$ cat config.mk
export PLATFORM = sky130hd
export DESIGN_NAME = record_bubble_sort_by_key_top
export DESIGN_NICKNAME = d
export VERILOG_FILES = /design/src/rtl/rbsk_pkg.sv /design/src/rtl/record_bubble_sort_by_key_top.sv /design/src/rtl/rbsk_ctrl.sv /design/src/rtl/rbsk_dp.sv
export SDC_FILE = /design/constraint.sdc
export NUM_CORES = 1
export LEC_CHECK = 0
export BUFFER_PORTS_ARGS = -buffer_cell sky130_fd_sc_hd__buf_2
export CAP_MARGIN = 5
export CORE_MARGIN = 1.5
export CORE_UTILIZATION = 25
export CTS_CLUSTER_SIZE = 40
export DETAILED_ROUTE_END_ITERATION = 10
export RECOVER_POWER = 100
export SYNTH_ARGS = -nofsm -noshare
export SYNTH_HDL_FRONTEND = slang
export SYNTH_SLANG_ARGS = --single-unit
$ cat constraint.sdc
create_clock -name clk -period 4.72 [get_ports clk]
set_input_delay 0.236 -clock clk [delete_from_list [all_inputs] [get_ports clk]]
set_output_delay 0.236 -clock clk [all_outputs]
set_load 0.1 [all_outputs]
$ cat src/rtl/rbsk_pkg.sv
`default_nettype none

package rbsk_pkg;

    // default store depth
    localparam int MaxRecordsDefault = 8;

    // field widths
    localparam int KeyW = 16;
    localparam int TagW = 8;
    localparam int RecW = KeyW + TagW;

    // commands from the controller to the datapath
    typedef struct packed {
        logic load;        // store the accepted record
        logic set_ovf;     // mark the set as truncated
        logic init_sort;   // set up pass limit and emit index
        logic rd_first;    // read entry 0 and restart the pass
        logic load_carry;  // take entry 0 as the carried record
        logic cmp;         // compare carry with next entry, write back the smaller
        logic wback;       // write carry to the end of the pass
        logic emit;        // read one sorted record out
    } cmd_t;

    // status from the datapath to the controller
    typedef struct packed {
        logic full;        // store holds MAX_RECORDS records
        logic few;         // fewer than two records, nothing to sort
        logic k_last;      // this compare is the last of the pass
        logic lim_one;     // this pass was the final one
        logic e_last;      // emitting the final record
    } status_t;

endpackage

`default_nettype wire

$ cat src/rtl/record_bubble_sort_by_key_top.sv
`default_nettype none

// channel   direction  handshake        payload
// records   in         start / busy     depth_key, tag, last_in
// results   out        strobe           depth_out, tag_out, last_out, truncated
//
// a record is taken in the cycle in which start is high and busy low; a set of n
// records is sorted one compare a cycle within each pass through the single store port
// pair, then read out in n beats, one a cycle, starting in the cycle after the read
// reset clears the fill count and overflow mark; store contents need no clearing
// busy stays high from the closing record until the final read is issued
// results cannot be stalled: each beat is valid for exactly one cycle
module record_bubble_sort_by_key_top #(
    parameter int MAX_RECORDS = rbsk_pkg::MaxRecordsDefault
) (
    input  wire logic                      clk,
    input  wire logic                      rst_n,
    input  wire logic                      start,
    output logic                           busy,
    input  wire logic [rbsk_pkg::KeyW-1:0] depth_key,
    input  wire logic [rbsk_pkg::TagW-1:0] tag,
    input  wire logic                      last_in,
    output logic                           strobe,
    output logic [rbsk_pkg::KeyW-1:0]      depth_out,
    output logic [rbsk_pkg::TagW-1:0]      tag_out,
    output logic                           last_out,
    output logic                           truncated
);
    import rbsk_pkg::*;

    cmd_t    cmd;
    status_t status;

    // controller
    rbsk_ctrl u_ctrl (
        .clk     (clk),
        .rst_n   (rst_n),
        .start   (start),
        .last_in (last_in),
        .status  (status),
        .cmd     (cmd),
        .busy    (busy)
    );

    // store and compare datapath
    rbsk_dp #(
        .MAX_RECORDS (MAX_RECORDS)
    ) u_dp (
        .clk       (clk),
        .rst_n     (rst_n),
        .cmd       (cmd),
        .depth_key (depth_key),
        .tag       (tag),
        .status    (status),
        .strobe    (strobe),
        .depth_out (depth_out),
        .tag_out   (tag_out),
        .last_out  (last_out),
        .truncated (truncated)
    );

endmodule

`default_nettype wire

$ cat src/rtl/rbsk_ctrl.sv
`default_nettype none

module rbsk_ctrl (
    input  wire logic              clk,
    input  wire logic              rst_n,
    input  wire logic              start,
    input  wire logic              last_in,
    input  wire rbsk_pkg::status_t status,
    output rbsk_pkg::cmd_t         cmd,
    output logic                   busy
);
    import rbsk_pkg::*;

    typedef enum logic [6:0] {
        ST_IDLE  = 7'b0000001,
        ST_PREP  = 7'b0000010,
        ST_RD0   = 7'b0000100,
        ST_CARRY = 7'b0001000,
        ST_CMP   = 7'b0010000,
        ST_WBACK = 7'b0100000,
        ST_EMIT  = 7'b1000000
    } state_t;

    state_t state_reg;
    state_t state_next;

    // state register
    always_ff @(posedge clk or negedge rst_n)
    begin
        if (!rst_n)
        begin
            state_reg <= ST_IDLE;
        end
        else
        begin
            state_reg <= state_next;
        end
    end

    // next state and commands
    always_comb
    begin
        state_next = state_reg;
        cmd        = '0;
        case (state_reg)
            ST_IDLE:
            begin
                if (start)
                begin
                    if (status.full)
                    begin
                        cmd.set_ovf = 1'b1;
                        state_next  = ST_PREP;
                    end
                    else
                    begin
                        cmd.load = 1'b1;
                        if (last_in)
                        begin
                            state_next = ST_PREP;
                        end
                    end
                end
            end
            ST_PREP:
            begin
                cmd.init_sort = 1'b1;
                state_next    = status.few ? ST_EMIT : ST_RD0;
            end
            ST_RD0:
            begin
                cmd.rd_first = 1'b1;
                state_next   = ST_CARRY;
            end
            ST_CARRY:
            begin
                cmd.load_carry = 1'b1;
                state_next     = ST_CMP;
            end
            ST_CMP:
            begin
                cmd.cmp = 1'b1;
                if (status.k_last)
                begin
                    state_next = ST_WBACK;
                end
            end
            ST_WBACK:
            begin
                cmd.wback  = 1'b1;
                state_next = status.lim_one ? ST_EMIT : ST_RD0;
            end
            ST_EMIT:
            begin
                cmd.emit = 1'b1;
                if (status.e_last)
                begin
                    state_next = ST_IDLE;
                end
            end
            default:
            begin
                state_next = ST_IDLE;
            end
        endcase
    end

    assign busy = (state_reg != ST_IDLE);

    // a record is only stored while idle
    a_load_idle: assert property (@(posedge clk) disable iff (!rst_n)
        cmd.load |-> (state_reg == ST_IDLE) && !status.full)
        else $error("record stored outside idle or into a full store");

    // a closed set always reaches the prepare step next
    a_close_prep: assert property (@(posedge clk) disable iff (!rst_n)
        (start && !busy && (status.full || last_in)) |=> (state_reg == ST_PREP))
        else $error("closed set did not start sorting");

    // the sort only runs with at least two records
    a_sort_two: assert property (@(posedge clk) disable iff (!rst_n)
        (state_reg == ST_PREP) && status.few |=> (state_reg == ST_EMIT))
        else $error("sort entered with fewer than two records");

endmodule

`default_nettype wire

$ cat src/rtl/rbsk_dp.sv
`default_nettype none

module rbsk_dp #(
    parameter int MAX_RECORDS = rbsk_pkg::MaxRecordsDefault
) (
    input  wire logic                        clk,
    input  wire logic                        rst_n,
    input  wire rbsk_pkg::cmd_t              cmd,
    input  wire logic [rbsk_pkg::KeyW-1:0]   depth_key,
    input  wire logic [rbsk_pkg::TagW-1:0]   tag,
    output rbsk_pkg::status_t                status,
    output logic                             strobe,
    output logic [rbsk_pkg::KeyW-1:0]        depth_out,
    output logic [rbsk_pkg::TagW-1:0]        tag_out,
    output logic                             last_out,
    output logic                             truncated
);
    import rbsk_pkg::*;

    localparam int IdxW = (MAX_RECORDS > 1) ? $clog2(MAX_RECORDS) : 1;
    localparam int CntW = $clog2(MAX_RECORDS + 1);

    // record store
    logic [RecW-1:0] mem [MAX_RECORDS];
    logic [RecW-1:0] rd_data_reg;
    logic [RecW-1:0] carry_reg;
    logic [RecW-1:0] carry_next;

    logic [CntW-1:0] count_reg;
    logic            ovf_reg;
    logic [IdxW-1:0] lim_reg;
    logic [IdxW-1:0] k_reg;
    logic [IdxW-1:0] e_reg;

    logic            strobe_reg;
    logic            last_reg;
    logic            trunc_reg;

    logic            wr_en;
    logic [IdxW-1:0] wr_addr;
    logic [RecW-1:0] wr_data;
    logic [IdxW-1:0] rd_addr;
    logic            gt;

    // strictly greater keeps equal keys in arrival order
    assign gt = carry_reg[RecW-1:TagW] > rd_data_reg[RecW-1:TagW];

    // memory port selection
    always_comb
    begin
        wr_en      = 1'b0;
        wr_addr    = count_reg[IdxW-1:0];
        wr_data    = {depth_key, tag};
        rd_addr    = e_reg;
        carry_next = carry_reg;
        if (cmd.load)
        begin
            wr_en = 1'b1;
        end
        if (cmd.rd_first)
        begin
            rd_addr = '0;
        end
        if (cmd.load_carry)
        begin
            rd_addr    = k_reg + IdxW'(1);
            carry_next = rd_data_reg;
        end
        if (cmd.cmp)
        begin
            wr_en      = 1'b1;
            wr_addr    = k_reg;
            wr_data    = gt ? rd_data_reg : carry_reg;
            carry_next = gt ? carry_reg : rd_data_reg;
            rd_addr    = k_reg + IdxW'(2);
        end
        if (cmd.wback)
        begin
            wr_en   = 1'b1;
            wr_addr = lim_reg;
            wr_data = carry_reg;
        end
    end

    // memory write and registered read
    always_ff @(posedge clk)
    begin
        if (wr_en)
        begin
            mem[wr_addr] <= wr_data;
        end
        rd_data_reg <= mem[rd_addr];
        carry_reg   <= carry_next;
    end

    // fill count, overflow mark and sort indexes
    always_ff @(posedge clk or negedge rst_n)
    begin
        if (!rst_n)
        begin
            count_reg <= '0;
            ovf_reg   <= 1'b0;
            lim_reg   <= '0;
            k_reg     <= '0;
            e_reg     <= '0;
        end
        else
        begin
            if (cmd.load)
            begin
                count_reg <= count_reg + CntW'(1);
            end
            if (cmd.set_ovf)
            begin
                ovf_reg <= 1'b1;
            end
            if (cmd.init_sort)
            begin
                lim_reg <= IdxW'(count_reg - CntW'(1));
                e_reg   <= '0;
            end
            if (cmd.rd_first)
            begin
                k_reg <= '0;
            end
            if (cmd.cmp)
            begin
                k_reg <= k_reg + IdxW'(1);
            end
            if (cmd.wback)
            begin
                lim_reg <= lim_reg - IdxW'(1);
            end
            if (cmd.emit)
            begin
                e_reg <= e_reg + IdxW'(1);
                if (status.e_last)
                begin
                    count_reg <= '0;
                    ovf_reg   <= 1'b0;
                end
            end
        end
    end

    // result beat lines up with the registered read
    always_ff @(posedge clk or negedge rst_n)
    begin
        if (!rst_n)
        begin
            strobe_reg <= 1'b0;
        end
        else
        begin
            strobe_reg <= cmd.emit;
        end
    end

    always_ff @(posedge clk)
    begin
        last_reg  <= status.e_last;
        trunc_reg <= ovf_reg;
    end

    // status
    assign status.full    = (count_reg == CntW'(MAX_RECORDS));
    assign status.few     = (count_reg < CntW'(2));
    assign status.k_last  = ((k_reg + IdxW'(1)) == lim_reg);
    assign status.lim_one = (lim_reg == IdxW'(1));
    assign status.e_last  = (e_reg == IdxW'(count_reg - CntW'(1)));

    assign strobe    = strobe_reg;
    assign depth_out = rd_data_reg[RecW-1:TagW];
    assign tag_out   = rd_data_reg[TagW-1:0];
    assign last_out  = strobe_reg & last_reg;
    assign truncated = trunc_reg;

    // fill count never passes the store depth
    a_count_max: assert property (@(posedge clk) disable iff (!rst_n)
        count_reg <= CntW'(MAX_RECORDS))
        else $error("record count beyond store depth");

    // compares stay inside the current pass
    a_cmp_range: assert property (@(posedge clk) disable iff (!rst_n)
        cmd.cmp |-> ((k_reg + IdxW'(1)) <= lim_reg))
        else $error("compare index past pass limit");

    // the final beat of a run is followed by a gap; a new set may take one record
    a_last_gap: assert property (@(posedge clk) disable iff (!rst_n)
        strobe_reg && last_reg |=> !strobe_reg && !ovf_reg
            && (count_reg <= CntW'(1)))
        else $error("run did not close after its final beat");

endmodule

`default_nettype wire

Word-level counts from Yosys, hierarchy flattened
Memory sizes are Yosys's and may differ from the RTL's. A register that Yosys moved wholly into a read port is not among the register bits.
Cells that the tools add are included.
- add/subtract/negate cells: 6
- equality and inequality tests: 17
- reduce and logical (&&, ||, !) cells: 6
- $lt $le $gt $ge: 2
- mux-type cells: 46
- bitwise logic cells: 1
- operators by type and width (operator ; number):
    $mux W24 ; 6
    $mux W7 ; 7
    $pmux W7 S7 ; 1
    $mux W3 ; 11
    $gt A16 B16 Y1 ; 1
    $mux W1 ; 16
    $mux W4 ; 3
    $reduce_bool A2 Y1 ; 4
    $eq A7 B1 Y1 const B ; 1
    $eq A7 B2 Y1 const B ; 1
    $eq A7 B3 Y1 const B ; 1
    $eq A7 B4 Y1 const B ; 1
    $eq A7 B5 Y1 const B ; 1
    $eq A7 B6 Y1 const B ; 1
    $eq A7 B7 Y1 const B ; 1
    $ne A7 B1 Y1 const B ; 1
    $add A3 B1 Y3 const B ; 2
    $eq A3 B3 Y1 ; 2
    $ne A2 B2 Y1 const B ; 3
    $sub A3 B1 Y3 const B ; 2
    $add A4 B1 Y4 const B ; 1
    $eq A4 B4 Y1 const B ; 1
    $lt A4 B2 Y1 const B ; 1
    $mux W2 ; 2
    7 further kinds ; 7
- output and inout port bits: 28
- input bits: 28
- register bits: 48
- bits in writable memories: 192
- memories: 1
- memory list (name ; depth ; bits a word ; read ports ; clocked after memory_dff ; write ports ; RTL line ; source):
    u_dp.mem ; 8 ; 24 ; 1 ; 1 ; 1 ; rbsk_dp.sv:24 ; logic [RecW-1:0] mem [MAX_RECORDS];

Depth between registers and ports, before layout
- depth after elaboration: 9
- mapped depth: 9
- gate-level depth less buffers: 8

By module
From an unflattened synthesis, not the netlist that was laid out.
- cell total of the unflattened synthesis: 648
- area total of the unflattened synthesis: 10990.5 um^2
- modules (own cells, without submodules) (module ; cells an instance ; area each (um^2) ; times used):
    rbsk_dp ; 598 ; 10542.6 ; 1
    rbsk_ctrl ; 50 ; 447.9 ; 1

Worst setup path before layout
No wires, ideal clock.
- path kind: flip-flop to flip-flop
- from: register u_ctrl.state_reg[4]
- to: memory u_dp.mem[5][0] (netlist name), enable pin
- path buffers: 1
- setup slack: -0.512 ns
- library setup time: 0.466 ns
- cell stages (with the launch flop): 9
- arrival: 4.767 ns
- period minus slack after synthesis: 5.232 ns
- cell sequence: dfrtp_1 -> clkbuf_1 -> nor4_1 -> and3_1 -> inv_1 -> nor3b_2 -> nand2_1 -> a211o_1 -> nor4_1
- longest elaborated chain between the ends: 7
- elaborated cells between the ends (all ways): 13
- classes of those cells: eq/ne: 3; mux: 10
- RTL lines (element ; RTL line ; source):
    start, declared ; rbsk_ctrl.sv:24 ; state_t state_reg;
    start signal, assigned ; rbsk_ctrl.sv:36 ; state_reg <= state_next;
    $eq A7 B1 Y1 ; rbsk_ctrl.sv:45 ; case (state_reg)
    $mux W2 ; rbsk_ctrl.sv:45 ;
    $mux W1 ; rbsk_dp.sv:56 ; if (cmd.load)
    $mux W1 ; rbsk_dp.sv:69 ; if (cmd.cmp)
    $mux W1 ; rbsk_dp.sv:77 ; if (cmd.wback)
    $mux W1 ; rbsk_dp.sv:88 ; if (wr_en)
    $mux W1 (implied by the code) ; rbsk_dp.sv:90 ; mem[wr_addr] <= wr_data;
    end, declared ; rbsk_dp.sv:24 ;
Several ways; a longest one is shown, not always the timed one.

Worst setup path after layout
- from: register u_ctrl.state_reg[4]
- to: memory u_dp.mem[1][13] (netlist name), enable pin
Same word-level chain as after synthesis.

==> flow_summary_export.csv <==
group,metric,value,unit
floorplan,core,43080,um^2
layout,multiInputGateArea,3065,um^2
timing,relSlewSlack,-2.290,%
power,ir_drop,0.2728,mV
routing,drtIter0Drc,590,
synthesis,syn_nets,879,
worst_setup_path,cp_slowest_cell,"clkbuf_1",
layout,area_growth,17.28,%
global_routing,antenna_found_initial,0,
synthesis,synthArstFlopShare,8.333,%
placed_design,place_area,11990,um^2
timing,finalSetupViolCount,0,
synthesis,synth_top_cell_by_area,"edfxtp_1",
worst_setup_path,path_buf_inv,2,
synthesis,yosys_warnings,0,
worst_setup_path,r2r-end,"u_dp.mem[1][13]",
timing,fin_crit_sh,83.65,%
synthesis,yosysSeqAreaShare,69.33,%
layout,nFillCells,4366,
synthesis,synth_compound_area_share,7.609,%
timing,final_hold_viol_count,0,
placed_design,dp_slack,1176,ps
worst_setup_path,ff2ff_setup_slack,770,ps
routing,wl_per_cell,17.92,um
synthesis,synthesis.instances,829,
synthesis,synth-xor-area-share,1.044,%
layout,regArea,7559,um^2
floorplan,row_count,76,
clocking,root_buffer,"clkbuf_16",
clocking,cts_buffers,27,
clocking,cts_tree,"built",
global_routing,grt_max_degree,50,
synthesis,synth_area,10900,um^2
global_routing,gr-total-overflow,0,
floorplan,io_pins,56,
flow_run,timing.max_cap.violations,1,
synthesis,synth_ff_type,"edfxtp_1",
min_path,hold_class,"in2reg",
synthesis,yosysUniqueCellTypes,57,
timing,max_freq,0.2533,GHz
synthesis,yosys.area_share.adder,2.525,%
routing,drc,0,
floorplan,initial_utilization,25.31,%
synthesis,avgSynthCellArea,13.15,um^2
run_status,status,"finished with violations",
placed_design,place_congestion,0.7662,
layout,fin_nets,945,
power,fin_total_pwr,6.895,mW
routing,ant_nets,0,
worst_setup_path,regToRegStartpoint,"u_ctrl.state_reg[4]",
worst_setup_path,r2r_cells,7,
clocking,clkTransAtPathRegs,60,ps
power,p_per_area,539.3,nW/um^2
global_routing,grt_use_total,12.07,%
worst_setup_path,cp.required,4870,ps
timing,finalWorstSetupSlack,771.5,ps
run_status,violations,"max-capacitance violations, max-slew violations",
timing,layout_min_cycle_time,3948,ps
clocking,post_cts_buffers,0,
clocking,cts_resized,0,
worst_setup_path,crit_type,"reg2reg",
clocking,cts_sinks,264,
timing,hold_slack,77.78,ps
clocking,insertion_delay,540,ps
routing,viasPerCell,4.578,
worst_setup_path,arrival,4100,ps
timing,worst_pin_slew,1534,ps
synthesis,synth_edf_count,216,
layout,largest_reg_flops,192,
routing,num_vias,6867,
synthesis,synth.area.top_cells,"edfxtp_1, nand2_1, dfrtp_1",
routing,first_pass_iters,5,
worst_setup_path,critPathLaunchType,"flip-flop",
floorplan,die_w,211.8,um
timing,skew,18.03,ps
worst_setup_path,crit_cells,7,
worst_setup_path,crit_end,"u_dp.mem[1][13]",
placed_design,dp.cells,1449,
timing,finalSetupTns,0,ps
worst_setup_path,path_cells,"nor4_1, nand4bb_2, clkbuf_1, nor2_1, a211o_1, nor3_1, clkbuf_2",
synthesis,yosys_register_bits,264,
floorplan,die_h,211.8,um
floorplan,dieArea,44870,um^2
timing,slew_viol_final,31,
clocking,htreeDepth,1,
worst_setup_path,cp_top_family,"buffers and inverters",
clocking,cts_buffer_depth,3,
worst_setup_path,slowest_delay,1130,ps
routing,wl,26880,um
worst_setup_path,end_kind,"flip-flop",
layout,final_util,29.68,%
layout,antenna_cells,0,
layout,design_area,12790,um^2
timing,rsz0062_at_grt,"false",
placed_design,io_buffers,55,
global_routing,first_global_vias,6697,
synthesis,synth_top_family_by_area,"simple AND/OR/NAND/NOR gates",
synthesis,synthSimpleGateAreaFrac,14.46,%
layout,drive_above_1_share,11.26,%
placed_design,place_hpwl,16190,um
worst_setup_path,crit_fanout,30,
global_routing,grt_pass1_wl,41400,um
worst_setup_path,startpoint,"u_ctrl.state_reg[4]",
synthesis,synthMuxAreaShare,2.295,%
power,total_leakage_power,4.483,nW
synthesis,synth_top_area_share,59.50,%
layout,stdcell_count,1500,
==> cell type report <==
type / count / area share, %
Inverter: 25 / 0.7339
Clock buffer: 31 / 5.480
Multi-Input combinational cell: 495 / 23.97
Timing Repair Buffer: 82 / 3.464
Clock inverter: 18 / 1.507
Sequential cell: 264 / 59.12
Tap cell: 585 / 5.725
==> power by group <==
| part | switching, mW | internal [mW] |
|---|---|---|
| clock | 0.880 | 1.28 |
| sequential | 0.208 | 2.88 |
| combinational | 1.27 | 0.384 |
==> metal layers <==
metal	GRT usage (%)	vias up	part of all wire, %
li1	-	3240	-
met1	17.80	3377	48
met2	18.46	213	44
met3	1.899	37	5.8
met4	2.906	0	1.9
met5	0	-	0
==> repair_timing <==
| item | CTS | global route |
|---|---|---|
| setup endpoints to repair | 0 | 0 |
| hold buffers | 2 | 0 |
| hold endpoints to repair | 22 | 0 |
==> cells by family (layout without fill, tap and decap cells) <==
group / count (synthesis) / in the layout
muxes: 25 / 25
and+or+nand+nor: 334 / 334
adders and majority gates: 22 / 22
xor gates and xnor gates: 13 / 13
DFF: 264 / 264
buffers and inverters: 70 / 156
AOI/OAI and AO/OA: 101 / 101
==> worst min-delay path by stage <==
stage,startpoint,end,depth (start not counted)
after CTS,last_in,u_ctrl.state_reg[1],3
after detailed placement,rst_n,u_dp.strobe,1
after global routing,last_in,u_ctrl.state_reg[1],3
after floorplan,rst_n,u_ctrl.state_reg[1],0
final,last_in,u_ctrl.state_reg[1],3
after global placement,rst_n,u_dp.e_reg[1],1
==> placed cells by master (no fill, tap or decap), types with 3 or more instances in the layout <==
| cell | instances |
|---|---|
| o22ai_1 | 5 |
| nand4_1 | 6 |
| and3_1 | 49 |
| xor2_1 | 7 |
| buf_12 | 3 |
| mux2i_1 | 25 |
| nand3_1 | 59 |
| nor4_1 | 6 |
| clkinv_1 | 5 |
| edfxtp_1 | 216 |
| buf_4 | 9 |
| inv_1 | 25 |
| clkbuf_1 | 39 |
| nand2_1 | 166 |
| nor3_1 | 7 |
| a31oi_1 | 3 |
| o21ai_0 | 10 |
| xnor2_1 | 6 |
| a32oi_1 | 24 |
| nor2b_1 | 3 |
| dfxtp_1 | 26 |
| o31ai_1 | 5 |
| bufinv_16 | 4 |
| clkbuf_16 | 27 |
| dfrtp_1 | 21 |
| a21oi_1 | 8 |
| nor2_2 | 4 |
| clkinv_2 | 6 |
| buf_2 | 26 |
| a31o_2 | 3 |
| a221o_1 | 24 |
| ha_1 | 22 |
| clkbuf_2 | 6 |
| nor2_1 | 19 |
==> tightest hold or removal path: cells and delay by family <==
kind | cells | cell delay [ps]
buf+inv | 1 | 90
compound gates | 1 | 140
simple gates | 1 | 110
==> cells in the mapped netlist (2+ instances only) <==
master       n
dfrtp_1     21
a21oi_1      9
nand4bb_1    2
dfxtp_1     26
xor2_1       7
nor3_1       9
edfxtp_1   216
a31o_2       3
a221o_1     24
o31ai_1      5
o22ai_1      5
o21ai_0     10
nor2b_1      3
ha_1        22
buf_6        2
nor4_1       6
a22oi_1      2
nand3_1     59
and3_1      49
a31oi_1      3
a211o_1      2
clkbuf_1    28
nor2_1      23
a21o_1       2
inv_1       25
buf_2       13
mux2i_1     25
nand2_1    166
xnor2_1      6
nand4_1      6
a32oi_1     24
No activity file was read; power rests on OpenSTA's default activity.
